## config.mk

```make
export PLATFORM = sky130hd
export DESIGN_NAME = lock_drop_monitor_flat
export DESIGN_NICKNAME = d
export VERILOG_FILES = /design/src/ldm_pkg.sv /design/src/ldm_if.sv /design/src/ldm_cfg_regs.sv /design/src/ldm_core.sv /design/src/lock_drop_monitor.sv /design/src/flat_wrapper.sv
export SDC_FILE = /design/constraint.sdc
export NUM_CORES = 2
export LEC_CHECK = 0
export BUFFER_PORTS_ARGS = -buffer_cell sky130_fd_sc_hd__buf_2
export CORE_ASPECT_RATIO = 1.75
export CORE_MARGIN = 2
export CORE_UTILIZATION = 30
export CTS_CLUSTER_SIZE = 16
export DETAILED_ROUTE_END_ITERATION = 6
export PLACE_DENSITY = 0.44
export REMOVE_ABC_BUFFERS = 1
export SLEW_MARGIN = 20
export SYNTH_ARGS = -nofsm -noshare
export SYNTH_HDL_FRONTEND = slang
export SYNTH_SLANG_ARGS = --single-unit
```

## constraint.sdc

```tcl
create_clock -name clk -period 24.9 [get_ports clk]
set_input_delay 2.49 -clock clk [delete_from_list [all_inputs] [get_ports clk]]
set_output_delay 2.49 -clock clk [all_outputs]
set_load 0.03 [all_outputs]
```

## src/ldm_pkg.sv

```systemverilog
// ----------------------------------------------------------------------------
// ldm_pkg: shared types and constants of the lock drop monitor
// Word layouts for the poll and report channels, register map and defaults.
// ----------------------------------------------------------------------------
package ldm_pkg;

	localparam int TIME_W          = 64;
	localparam int OUT_CNT_W       = 32;
	localparam int COUNT_WIDTH_DEF = 32;
	localparam int PADDR_W         = 4;
	localparam int PDATA_W         = 64;
	localparam int REG_IDX_W       = PADDR_W - 3;

	localparam logic [REG_IDX_W-1:0] REG_MERGE_TIME = REG_IDX_W'(0);

	localparam logic ACT_INIT = 1'b0;
	localparam logic ACT_POLL = 1'b1;

	typedef struct packed {
		logic              action;
		logic [TIME_W-1:0] now_time;
		logic              lock_flag;
		logic              hold_flag;
		logic              count_enable;
	} poll_t;

	typedef struct packed {
		logic                 locked_now;
		logic [TIME_W-1:0]    state_since;
		logic [TIME_W-1:0]    servo_since;
		logic [OUT_CNT_W-1:0] drop_count;
		logic [OUT_CNT_W-1:0] edge_count;
		logic [TIME_W-1:0]    unlocked_total;
		logic [TIME_W-1:0]    last_drop_length;
		logic [TIME_W-1:0]    longest_since_servo;
		logic                 event_valid;
		logic [OUT_CNT_W-1:0] event_index;
		logic [TIME_W-1:0]    event_start;
		logic [TIME_W-1:0]    event_duration;
	} report_t;

endpackage

```

## src/ldm_if.sv

```systemverilog
// ----------------------------------------------------------------------------
// ldm_poll_if / ldm_report_if: valid/ready channels of the lock drop monitor
// One word per handshake; a word moves when valid and ready are both high.
// ----------------------------------------------------------------------------
interface ldm_poll_if;
	import ldm_pkg::*;

	logic              valid;
	logic              ready;
	logic              action;
	logic [TIME_W-1:0] now_time;
	logic              lock_flag;
	logic              hold_flag;
	logic              count_enable;

	modport source (output valid, action, now_time, lock_flag, hold_flag, count_enable,
		input ready);
	modport sink (input valid, action, now_time, lock_flag, hold_flag, count_enable,
		output ready);
endinterface

interface ldm_report_if;
	import ldm_pkg::*;

	logic                 valid;
	logic                 ready;
	logic                 locked_now;
	logic [TIME_W-1:0]    state_since;
	logic [TIME_W-1:0]    servo_since;
	logic [OUT_CNT_W-1:0] drop_count;
	logic [OUT_CNT_W-1:0] edge_count;
	logic [TIME_W-1:0]    unlocked_total;
	logic [TIME_W-1:0]    last_drop_length;
	logic [TIME_W-1:0]    longest_since_servo;
	logic                 event_valid;
	logic [OUT_CNT_W-1:0] event_index;
	logic [TIME_W-1:0]    event_start;
	logic [TIME_W-1:0]    event_duration;

	modport source (output valid, locked_now, state_since, servo_since, drop_count,
		edge_count, unlocked_total, last_drop_length, longest_since_servo, event_valid,
		event_index, event_start, event_duration, input ready);
	modport sink (input valid, locked_now, state_since, servo_since, drop_count,
		edge_count, unlocked_total, last_drop_length, longest_since_servo, event_valid,
		event_index, event_start, event_duration, output ready);
endinterface

```

## src/ldm_cfg_regs.sv

```systemverilog
// ----------------------------------------------------------------------------
// ldm_cfg_regs: APB register file of the lock drop monitor
// Holds the merge time; writes complete in the access cycle, reads are direct.
// ----------------------------------------------------------------------------
module ldm_cfg_regs (
	input  logic                          clk,
	input  logic                          arst_n,
	input  logic                          psel,
	input  logic                          penable,
	input  logic                          pwrite,
	input  logic [ldm_pkg::PADDR_W-1:0]   paddr,
	input  logic [ldm_pkg::PDATA_W-1:0]   pwdata,
	output logic [ldm_pkg::PDATA_W-1:0]   prdata,
	output logic                          pready,
	output logic [ldm_pkg::TIME_W-1:0]    merge_time
);
	import ldm_pkg::*;

	logic [REG_IDX_W-1:0] reg_idx;
	logic                 wr_en;
	logic [TIME_W-1:0]    merge_time_q;

	assign reg_idx = paddr[PADDR_W-1:3];
	assign pready  = 1'b1;
	assign wr_en   = psel && penable && pwrite && pready;

	always_ff @(posedge clk or negedge arst_n) begin
		if (!arst_n) begin
			merge_time_q <= '0;
		end else if (wr_en && (reg_idx == REG_MERGE_TIME)) begin
			merge_time_q <= pwdata;
		end
	end

	assign prdata     = (reg_idx == REG_MERGE_TIME) ? merge_time_q : '0;
	assign merge_time = merge_time_q;
endmodule

```

## src/ldm_core.sv

```systemverilog
// ----------------------------------------------------------------------------
// ldm_core: drop tracking state and its single-pass update
// Computes the next state and the report word for the staged poll word and
// commits the state when the word moves on to the output register.
// ----------------------------------------------------------------------------
module ldm_core #(
	parameter int COUNT_WIDTH = ldm_pkg::COUNT_WIDTH_DEF
) (
	input  logic                       clk,
	input  logic                       arst_n,
	input  logic                       advance,
	input  ldm_pkg::poll_t             item,
	input  logic [ldm_pkg::TIME_W-1:0] merge_time,
	output ldm_pkg::report_t           report
);
	import ldm_pkg::*;

	localparam int EXT_W = 64;

	logic                   prev_raw_q, prev_hold_q, lock_q, active_q, streak_valid_q;
	logic [TIME_W-1:0]      sct_q, servo_q, streak_q, tb_q, ds_q, total_q, last_q, longest_q;
	logic [COUNT_WIDTH-1:0] opened_q, edges_q, closed_q;

	logic                   n_prev_raw, n_prev_hold, n_lock, n_active, n_streak_valid;
	logic [TIME_W-1:0]      n_sct, n_servo, n_streak, n_tb, n_ds, n_total, n_last, n_longest;
	logic [COUNT_WIDTH-1:0] n_opened, n_edges, n_closed;

	logic              now_poll, lk, hd, pr;
	logic [TIME_W-1:0] now;
	logic              hold_rise, hold_fall, rise_raw, fall_raw;
	logic [TIME_W-1:0] streak_s, elapsed;
	logic              streak_v, merge_hit, fin;
	logic [TIME_W-1:0] dur_now, dur_str, dur, tot_now, tot_str, longest_base, fin_end;
	logic              ev_valid;
	logic [EXT_W-1:0]  opened_ext, edges_ext, closed_ext;

	assign now_poll = (item.action == ACT_POLL);
	assign now      = item.now_time;
	assign lk       = item.lock_flag;
	assign hd       = item.hold_flag;
	assign pr       = prev_raw_q;

	assign hold_rise = hd && !prev_hold_q;
	assign hold_fall = !hd && prev_hold_q;
	assign rise_raw  = !pr && lk;
	assign fall_raw  = pr && !lk;

	assign streak_s  = rise_raw ? now : streak_q;
	assign streak_v  = rise_raw || streak_valid_q;
	assign elapsed   = now - streak_s;
	assign merge_hit = active_q && !hd && lk && streak_v && (elapsed >= merge_time);
	assign fin       = now_poll && ((hold_rise && active_q) || merge_hit);

	assign dur_now      = now - ds_q;
	assign dur_str      = streak_s - ds_q;
	assign tot_now      = tb_q + dur_now;
	assign tot_str      = tb_q + dur_str;
	assign dur          = merge_hit ? dur_str : dur_now;
	assign fin_end      = merge_hit ? streak_s : now;
	assign longest_base = hold_fall ? '0 : longest_q;

	always_comb begin
		n_prev_raw     = lk;
		n_prev_hold    = hd;
		n_lock         = lock_q;
		n_active       = active_q;
		n_streak_valid = streak_valid_q;
		n_sct          = sct_q;
		n_servo        = servo_q;
		n_streak       = streak_q;
		n_tb           = tb_q;
		n_ds           = ds_q;
		n_total        = total_q;
		n_last         = last_q;
		n_longest      = longest_q;
		n_opened       = opened_q;
		n_edges        = edges_q;
		n_closed       = closed_q;
		ev_valid       = 1'b0;

		if (!now_poll) begin
			n_lock         = lk;
			n_active       = 1'b0;
			n_streak_valid = 1'b0;
			n_sct          = now;
			n_servo        = hd ? '0 : now;
			n_tb           = '0;
			n_ds           = '0;
			n_total        = '0;
			n_last         = '0;
			n_longest      = '0;
			n_opened       = '0;
			n_edges        = '0;
			n_closed       = '0;
		end else begin
			if (hold_rise) begin
				n_servo = '0;
			end else if (hold_fall) begin
				n_servo = now;
			end
			n_longest = longest_base;

			if (fin) begin
				n_active       = 1'b0;
				n_streak_valid = 1'b0;
				n_total        = merge_hit ? tot_str : tot_now;
				n_last         = dur;
				if (dur > longest_base) begin
					n_longest = dur;
				end
				n_closed = closed_q + COUNT_WIDTH'(1);
				ev_valid = 1'b1;
				n_lock   = 1'b1;
				n_sct    = fin_end;
			end

			if (hd) begin
				if (lk != n_lock) begin
					n_lock = lk;
					n_sct  = now;
				end
			end else if (!active_q) begin
				if (fall_raw) begin
					if (item.count_enable) begin
						n_active       = 1'b1;
						n_streak_valid = 1'b0;
						n_tb           = total_q;
						n_ds           = now;
						n_opened       = opened_q + COUNT_WIDTH'(1);
						n_edges        = edges_q + COUNT_WIDTH'(1);
					end
					n_lock = 1'b0;
					n_sct  = now;
				end else if (rise_raw) begin
					n_lock = 1'b1;
					n_sct  = now;
				end
			end else if (lk) begin
				if (!merge_hit) begin
					n_streak       = streak_s;
					n_streak_valid = streak_v;
					n_total        = tot_now;
				end
			end else begin
				if (pr) begin
					n_edges = edges_q + COUNT_WIDTH'(1);
				end
				n_streak_valid = 1'b0;
				n_total        = tot_now;
			end
		end
	end

	always_ff @(posedge clk or negedge arst_n) begin
		if (!arst_n) begin
			prev_raw_q     <= 1'b0;
			prev_hold_q    <= 1'b0;
			lock_q         <= 1'b0;
			active_q       <= 1'b0;
			streak_valid_q <= 1'b0;
			sct_q          <= '0;
			servo_q        <= '0;
			tb_q           <= '0;
			ds_q           <= '0;
			total_q        <= '0;
			last_q         <= '0;
			longest_q      <= '0;
			opened_q       <= '0;
			edges_q        <= '0;
			closed_q       <= '0;
		end else if (advance) begin
			prev_raw_q     <= n_prev_raw;
			prev_hold_q    <= n_prev_hold;
			lock_q         <= n_lock;
			active_q       <= n_active;
			streak_valid_q <= n_streak_valid;
			sct_q          <= n_sct;
			servo_q        <= n_servo;
			tb_q           <= n_tb;
			ds_q           <= n_ds;
			total_q        <= n_total;
			last_q         <= n_last;
			longest_q      <= n_longest;
			opened_q       <= n_opened;
			edges_q        <= n_edges;
			closed_q       <= n_closed;
		end
	end

	// The streak start is only read while its valid bit is set.
	always_ff @(posedge clk) begin
		if (advance) begin
			streak_q <= n_streak;
		end
	end

	assign opened_ext = EXT_W'(n_opened);
	assign edges_ext  = EXT_W'(n_edges);
	assign closed_ext = EXT_W'(n_closed);

	always_comb begin
		report.locked_now          = n_lock;
		report.state_since         = n_sct;
		report.servo_since         = n_servo;
		report.drop_count          = opened_ext[OUT_CNT_W-1:0];
		report.edge_count          = edges_ext[OUT_CNT_W-1:0];
		report.unlocked_total      = n_total;
		report.last_drop_length    = n_last;
		report.longest_since_servo = n_longest;
		report.event_valid         = ev_valid;
		report.event_index         = ev_valid ? closed_ext[OUT_CNT_W-1:0] : '0;
		report.event_start         = ev_valid ? ds_q : '0;
		report.event_duration      = ev_valid ? dur : '0;
	end
endmodule

```

## src/lock_drop_monitor.sv

```systemverilog
// ----------------------------------------------------------------------------
// lock_drop_monitor: lock drop statistics of a servo controller
// Path: a poll word accepted is staged in item_s1, and its report word is
//   registered in rep_q when the output register is empty or being read.
// Throughput: one word per cycle unless reports stall; one-pass state update.
// Reset: arst_n clears all statistics, the flags and the merge time at once.
// ----------------------------------------------------------------------------
module lock_drop_monitor #(
	parameter int COUNT_WIDTH = ldm_pkg::COUNT_WIDTH_DEF
) (
	input  logic                        clk,
	input  logic                        arst_n,
	ldm_poll_if.sink                    polls,
	ldm_report_if.source                reports,
	input  logic                        psel,
	input  logic                        penable,
	input  logic                        pwrite,
	input  logic [ldm_pkg::PADDR_W-1:0] paddr,
	input  logic [ldm_pkg::PDATA_W-1:0] pwdata,
	output logic [ldm_pkg::PDATA_W-1:0] prdata,
	output logic                        pready
);
	import ldm_pkg::*;

	logic              valid_s1;
	poll_t             item_s1;
	logic              out_valid_q;
	report_t           rep_q;
	report_t           report;
	logic              advance;
	logic [TIME_W-1:0] merge_time;

	ldm_cfg_regs u_cfg (
		.clk        (clk),
		.arst_n     (arst_n),
		.psel       (psel),
		.penable    (penable),
		.pwrite     (pwrite),
		.paddr      (paddr),
		.pwdata     (pwdata),
		.prdata     (prdata),
		.pready     (pready),
		.merge_time (merge_time)
	);

	assign advance      = valid_s1 && (!out_valid_q || reports.ready);
	assign polls.ready  = !valid_s1 || advance;

	always_ff @(posedge clk or negedge arst_n) begin
		if (!arst_n) begin
			valid_s1 <= 1'b0;
		end else if (polls.valid && polls.ready) begin
			valid_s1 <= 1'b1;
		end else if (advance) begin
			valid_s1 <= 1'b0;
		end
	end

	always_ff @(posedge clk) begin
		if (polls.valid && polls.ready) begin
			item_s1.action       <= polls.action;
			item_s1.now_time     <= polls.now_time;
			item_s1.lock_flag    <= polls.lock_flag;
			item_s1.hold_flag    <= polls.hold_flag;
			item_s1.count_enable <= polls.count_enable;
		end
	end

	ldm_core #(
		.COUNT_WIDTH (COUNT_WIDTH)
	) u_core (
		.clk        (clk),
		.arst_n     (arst_n),
		.advance    (advance),
		.item       (item_s1),
		.merge_time (merge_time),
		.report     (report)
	);

	always_ff @(posedge clk or negedge arst_n) begin
		if (!arst_n) begin
			out_valid_q <= 1'b0;
		end else if (advance) begin
			out_valid_q <= 1'b1;
		end else if (reports.ready) begin
			out_valid_q <= 1'b0;
		end
	end

	always_ff @(posedge clk) begin
		if (advance) begin
			rep_q <= report;
		end
	end

	assign reports.valid               = out_valid_q;
	assign reports.locked_now          = rep_q.locked_now;
	assign reports.state_since         = rep_q.state_since;
	assign reports.servo_since         = rep_q.servo_since;
	assign reports.drop_count          = rep_q.drop_count;
	assign reports.edge_count          = rep_q.edge_count;
	assign reports.unlocked_total      = rep_q.unlocked_total;
	assign reports.last_drop_length    = rep_q.last_drop_length;
	assign reports.longest_since_servo = rep_q.longest_since_servo;
	assign reports.event_valid         = rep_q.event_valid;
	assign reports.event_index         = rep_q.event_index;
	assign reports.event_start         = rep_q.event_start;
	assign reports.event_duration      = rep_q.event_duration;

	// A staged word that can move must land in the output register.
	a_advance_fills: assert property (@(posedge clk) disable iff (!arst_n)
		advance |=> out_valid_q)
		else $error("staged word was lost");

	// An empty input stage never stalls the poll channel.
	a_empty_ready: assert property (@(posedge clk) disable iff (!arst_n)
		!valid_s1 |-> polls.ready)
		else $error("input stage empty but not ready");

	// Event fields are zero whenever no drop closed.
	a_event_clear: assert property (@(posedge clk) disable iff (!arst_n)
		(out_valid_q && !rep_q.event_valid) |-> (rep_q.event_index == '0 &&
		rep_q.event_start == '0 && rep_q.event_duration == '0))
		else $error("event fields set without an event");
endmodule

```

## src/flat_wrapper.sv

```systemverilog
// flat-port wrapper written by rule: the top's interface ports become plain ports
module lock_drop_monitor_flat import ldm_pkg::*;
#(
	parameter int COUNT_WIDTH = ldm_pkg::COUNT_WIDTH_DEF
)
  (clk, arst_n, psel, penable, pwrite, paddr, pwdata, prdata, pready, polls_valid, polls_action, polls_now_time, polls_lock_flag, polls_hold_flag, polls_count_enable, polls_ready, reports_valid, reports_locked_now, reports_state_since, reports_servo_since, reports_drop_count, reports_edge_count, reports_unlocked_total, reports_last_drop_length, reports_longest_since_servo, reports_event_valid, reports_event_index, reports_event_start, reports_event_duration, reports_ready);
  ldm_poll_if polls_i ();
  ldm_report_if reports_i ();
  input  logic clk;
  input  logic arst_n;
  input  logic psel;
  input  logic penable;
  input  logic pwrite;
  input  logic [ldm_pkg::PADDR_W-1:0] paddr;
  input  logic [ldm_pkg::PDATA_W-1:0] pwdata;
  output logic [ldm_pkg::PDATA_W-1:0] prdata;
  output logic pready;
  input wire logic [$bits(polls_i.valid)-1:0] polls_valid;
  input wire logic [$bits(polls_i.action)-1:0] polls_action;
  input wire logic [$bits(polls_i.now_time)-1:0] polls_now_time;
  input wire logic [$bits(polls_i.lock_flag)-1:0] polls_lock_flag;
  input wire logic [$bits(polls_i.hold_flag)-1:0] polls_hold_flag;
  input wire logic [$bits(polls_i.count_enable)-1:0] polls_count_enable;
  output wire logic [$bits(polls_i.ready)-1:0] polls_ready;
  output wire logic [$bits(reports_i.valid)-1:0] reports_valid;
  output wire logic [$bits(reports_i.locked_now)-1:0] reports_locked_now;
  output wire logic [$bits(reports_i.state_since)-1:0] reports_state_since;
  output wire logic [$bits(reports_i.servo_since)-1:0] reports_servo_since;
  output wire logic [$bits(reports_i.drop_count)-1:0] reports_drop_count;
  output wire logic [$bits(reports_i.edge_count)-1:0] reports_edge_count;
  output wire logic [$bits(reports_i.unlocked_total)-1:0] reports_unlocked_total;
  output wire logic [$bits(reports_i.last_drop_length)-1:0] reports_last_drop_length;
  output wire logic [$bits(reports_i.longest_since_servo)-1:0] reports_longest_since_servo;
  output wire logic [$bits(reports_i.event_valid)-1:0] reports_event_valid;
  output wire logic [$bits(reports_i.event_index)-1:0] reports_event_index;
  output wire logic [$bits(reports_i.event_start)-1:0] reports_event_start;
  output wire logic [$bits(reports_i.event_duration)-1:0] reports_event_duration;
  input wire logic [$bits(reports_i.ready)-1:0] reports_ready;
  assign polls_i.valid = polls_valid;
  assign polls_i.action = polls_action;
  assign polls_i.now_time = polls_now_time;
  assign polls_i.lock_flag = polls_lock_flag;
  assign polls_i.hold_flag = polls_hold_flag;
  assign polls_i.count_enable = polls_count_enable;
  assign polls_ready = polls_i.ready;
  assign reports_valid = reports_i.valid;
  assign reports_locked_now = reports_i.locked_now;
  assign reports_state_since = reports_i.state_since;
  assign reports_servo_since = reports_i.servo_since;
  assign reports_drop_count = reports_i.drop_count;
  assign reports_edge_count = reports_i.edge_count;
  assign reports_unlocked_total = reports_i.unlocked_total;
  assign reports_last_drop_length = reports_i.last_drop_length;
  assign reports_longest_since_servo = reports_i.longest_since_servo;
  assign reports_event_valid = reports_i.event_valid;
  assign reports_event_index = reports_i.event_index;
  assign reports_event_start = reports_i.event_start;
  assign reports_event_duration = reports_i.event_duration;
  assign reports_i.ready = reports_ready;
  lock_drop_monitor #(.COUNT_WIDTH(COUNT_WIDTH)) u_core (.clk(clk), .arst_n(arst_n), .polls(polls_i), .reports(reports_i), .psel(psel), .penable(penable), .pwrite(pwrite), .paddr(paddr), .pwdata(pwdata), .prdata(prdata), .pready(pready));
endmodule
```

==> key figures <==
Outcome
  • Status: completed

Pwr
  • Worst VDD drop: roughly 0.054 mV
  • PD cells: ~73 nW/µm²
  • Tot Pwr: 0.00645 W
  • Pleak: 38.1 nW

STA
  • Normalized max-slew margin: 22.4%
  • Measured slew at the worst slew-check pin: ~1.2 ns
  • Final setup viols: 0
  • Fin. max-slew vios: 0
  • FMAX: around 71 MHz
  • Clk_skew: roughly 0.063 ns
  • Fin crit period: ~14 ns
  • Endpoints failing hold: 0
  • Sum of negative setup slack: 0 ns
  • Period utilization: 56.4%
  • RSZ-0062 raised after global routing: no

Final layout
  • Final #Nets: about 9000
  • Share of layout cells above drive strength 1: approximately 16%
  • Final Util: a little over a third
  • Area Overhead vs Synth: 16.0%
  • Post-route design area: 87900 µm²
  • Layout Cells excl Fill: about 12000

Critical path
  • Reg2Reg Launch Point: u_core.u_core.pr
  • Top cell by count, worst path: buf_4
  • Worst setup EP type: register
  • CP Launch Type: register
  • Max stage delay on crit path: ~0.77 ns
  • Critical-path top delay cell: o41ai_1
  • Reg2Reg Setup Slack: around 11 ns
  • Critical path data arrival time: 14.77 ns
  • Critical R2R Capture: u_core.u_core.longest_q[20]
  • Critical path type: reg2reg
  • Critical path peak fanout: 66
  • Reg2reg path depth: 44
  • Critical Path RT: 25.61 ns
  • Launch point of the critical path: u_core.u_core.pr

Die
  • Core area: about 250000 µm²
  • Number of core rows: approximately 240
  • Die ar.: 257000 µm²
  • IO Count: about 760
  • Die X: 384 µm
  • Floorplan die height: ~670 µm
  • Starting Density: 30.1%

Clock network
  • CTS Buf Count: 148
  • Clk_lat worst skew: about 0.85 ns
  • Postcts setup bufs: 0
  • H-tree lvl count: 4
  • Clk root buf: clkbuf_16
  • Clock sinks: about 1300
  • # hold bufs at CTS: 0
  • Post-CTS Resized: 0
  • Clk slew on worst S/H paths: approximately 0.07 ns
  • Max Root-Sink Buffers: 4
  • CTS tree: done

Route
  • Pre-antenna DRT Iters: 6
  • DRT iter0 DRCs: 3923
  • Via density per instance: 5.23
  • Vias: approximately 62000
  • Post-route DRC violation count: 0
  • Final wirelength: a little under 300000 µm
  • ANT nets after route: 0
  • Avg WL per Cell: around 25 µm

Synth
  • Syn Area/Cell: roughly 9.7 µm²
  • Seq cells post-synth: ~1300
  • Top FF cell, synth: edfxtp_1
  • Post-Syn Instances: just under 8000
  • Top post-synthesis cells by area: edfxtp_1 (27%), dfrtp_1 (20%), ha_1 (7.2%)
  • Seq/Total Area, Yosys: 47.2%
  • Post-Syn Area: between 70000 and 80000 µm²
  • Largest area contributor in the netlist: edfxtp_1
  • Synth warnings: 0
  • EDFF count, synth: around 680
  • Cell variety after synth: between 100 and 150
  • Share of synthesized registers carrying an async set or reset: between 40% and 50%
  • Yosys top cell area share: between 20 and 30%

GRT
  • First-pass GRT wire length: around 420000 µm
  • Vias in the first global route: approximately 63000
  • Global route overflow: 0
  • Initial antenna violation count: 6
  • Largest net degree at the start of global routing: ~190
  • Total GRT Usage: between 20% and 30%

Min path
  • WHS Endpoint: u_core.u_core.sct_q[9]
  • Hold Crit Depth: 2
  • Min-delay src: u_core.u_core.sct_q[9]
  • Hold Path Class: reg2reg

Place
  • HPWL Detailed: about 220000 µm
  • Port-buffer cells: ~750
  • Placement-stage cell area: 83100 µm²
  • Placed cells: around 12000
  • Placer Congestion: between 0.9 and 1

Job
  • Max-Cap Viols: 0
-- cells by family after synthesis --
group	share of synthesized area, %
mux	5.00
xor+xnor	4.48
other cells	0.00495
fa+ha+maj	7.34
simple gates	14.1
buf+inv	4.09
flops	47.2
compound gates	17.8
-- placed cells by master (no fill, tap or decap), drive strengths merged, types with 48 or more instances in the layout --
cell type  synthesis  final
a211oi            53     53
a21o             254    254
a21oi            525    525
a22o             177    177
a31oi             49     49
and2              48     48
buf               59    865
clkbuf           366    199
dfrtp            615    615
edfxtp           678    678
ha               434    434
inv              387    398
mux2             169    169
mux2i            182    182
nand2           1050   1050
nand2b            55     55
nand3            229    229
nand4            109    109
nor2             650    650
nor2b             56     56
nor3              65     65
o21ai            572    572
o21bai            55     55
o31ai             53     53
xnor2            226    226
xor2             156    156
-- sequential cells by signal, summed over array words and instances, names as in the netlist, 32 cells and up --
name and count:
u_core.u_core.total_q 64, u_core.u_core.servo_q 64, u_core.reports.servo_since 64, u_core.reports.unlocked_total 64, u_core.u_cfg.merge_time 64, u_core.item_s1 68
u_core.u_core.streak_q 64, u_core.u_core.closed_q 32, u_core.reports.drop_count 32, u_core.u_core.sct_q 64, u_core.reports.state_since 64, u_core.u_core.opened_q 32
u_core.reports.longest_since_servo 64, u_core.u_core.tb_q 64, u_core.reports.event_start 64, u_core.reports.last_drop_length 64, u_core.u_core.edges_q 32, u_core.reports.edge_count 32
u_core.u_core.last_q 64, u_core.reports.event_duration 64, u_core.u_core.longest_q 64, u_core.reports.event_index 32, u_core.u_core.ds_q 64
-- synth_stat cells (20+ instances only) --
library cell     n
nor2b_1         55
and3_1          45
nor2_1         649
nand2_1       1050
nand3_1        229
a22o_1         177
a21oi_1        523
o22ai_1         20
o21ai_1         27
a221oi_1        32
o21ai_0        541
or3_1           35
buf_1           38
o21bai_1        55
a211oi_1        51
ha_1           434
edfxtp_1       678
dfrtp_1        615
mux2i_1        175
o21a_1          46
a31oi_1         47
clkbuf_1       366
mux2_2         169
a21o_1         253
nand2b_1        55
inv_1          382
o31ai_1         52
xor2_1         154
and2_1          48
o221ai_1        40
xnor2_1        222
o211ai_1        30
nand4_1        109
nor3_1          64
nor4_1          22
-- layer usage --
layer / vias to the layer above / track usage [%] / share of wire, %
met2: 1739 / 38.4 / 48
met5: - / 0 / 0
met1: 30400 / 27.5 / 42
li1: 29100 / - / -
met4: 0 / 8.63 / 4.1
met3: 440 / 3.90 / 5.5
-- through the flow --
| step | hold WS, ns | setup slack (ns) |
|---|---|---|
| final | 0.467 | 10.85 |
| after global routing | 0.482 | 9.80 |
| after CTS | 0.472 | 10.29 |
| after detailed placement | 0.457 | 10.34 |
| after global placement | 0.452 | 9.83 |
| after floorplan | 0.441 | 0.769 |
-- how the worst max path moves through the flow --
stage / slack, ns / depth (start not counted) / to
2_1_floorplan: 0.77 / 5 / u_core.u_core.ds_q[0]
3_3_place_gp: 9.83 / 43 / u_core.u_core.longest_q[20]
3_5_place_dp: 10.34 / 45 / u_core.u_core.longest_q[63]
4_1_cts: 10.29 / 44 / u_core.u_core.longest_q[63]
5_1_grt: 9.80 / 45 / u_core.u_core.longest_q[20]
6_report: 10.85 / 44 / u_core.u_core.longest_q[20]
-- power breakdown --
group / switching, W / total (W) / internal [W]
Clock: 0.000965 / 0.00223 / 0.00126
Combinational: 0.00116 / 0.00167 / 0.000519
Sequential: 0.000102 / 0.00255 / 0.00245
Total: 0.00222 / 0.00645 / 0.00423
-- cell type report --
class,count,area [µm²]
fill,25800,164000
multi-input combinational,5679,37100
sequential,1293,35700
timing repair buffer,865,4670
tap,3321,4160
clock buffer,199,4120
inverter,387,1470
clock inverter,62,616
antenna,2,5.00
-- worst max-delay path, delay by kind of cell (launching register included) --
| family | cells | cell delay (ns) |
|---|---|---|
| mux | 1 | 0.24 |
| xor+xnor | 1 | 0.20 |
| compound gates | 18 | 5.42 |
| simple gates | 13 | 2.66 |
| buf+inv | 8 | 3.41 |
| fa+ha+maj | 3 | 1.07 |
| flops | 1 | 0.57 |
Note: power is estimated with default switching activity, not from simulation.
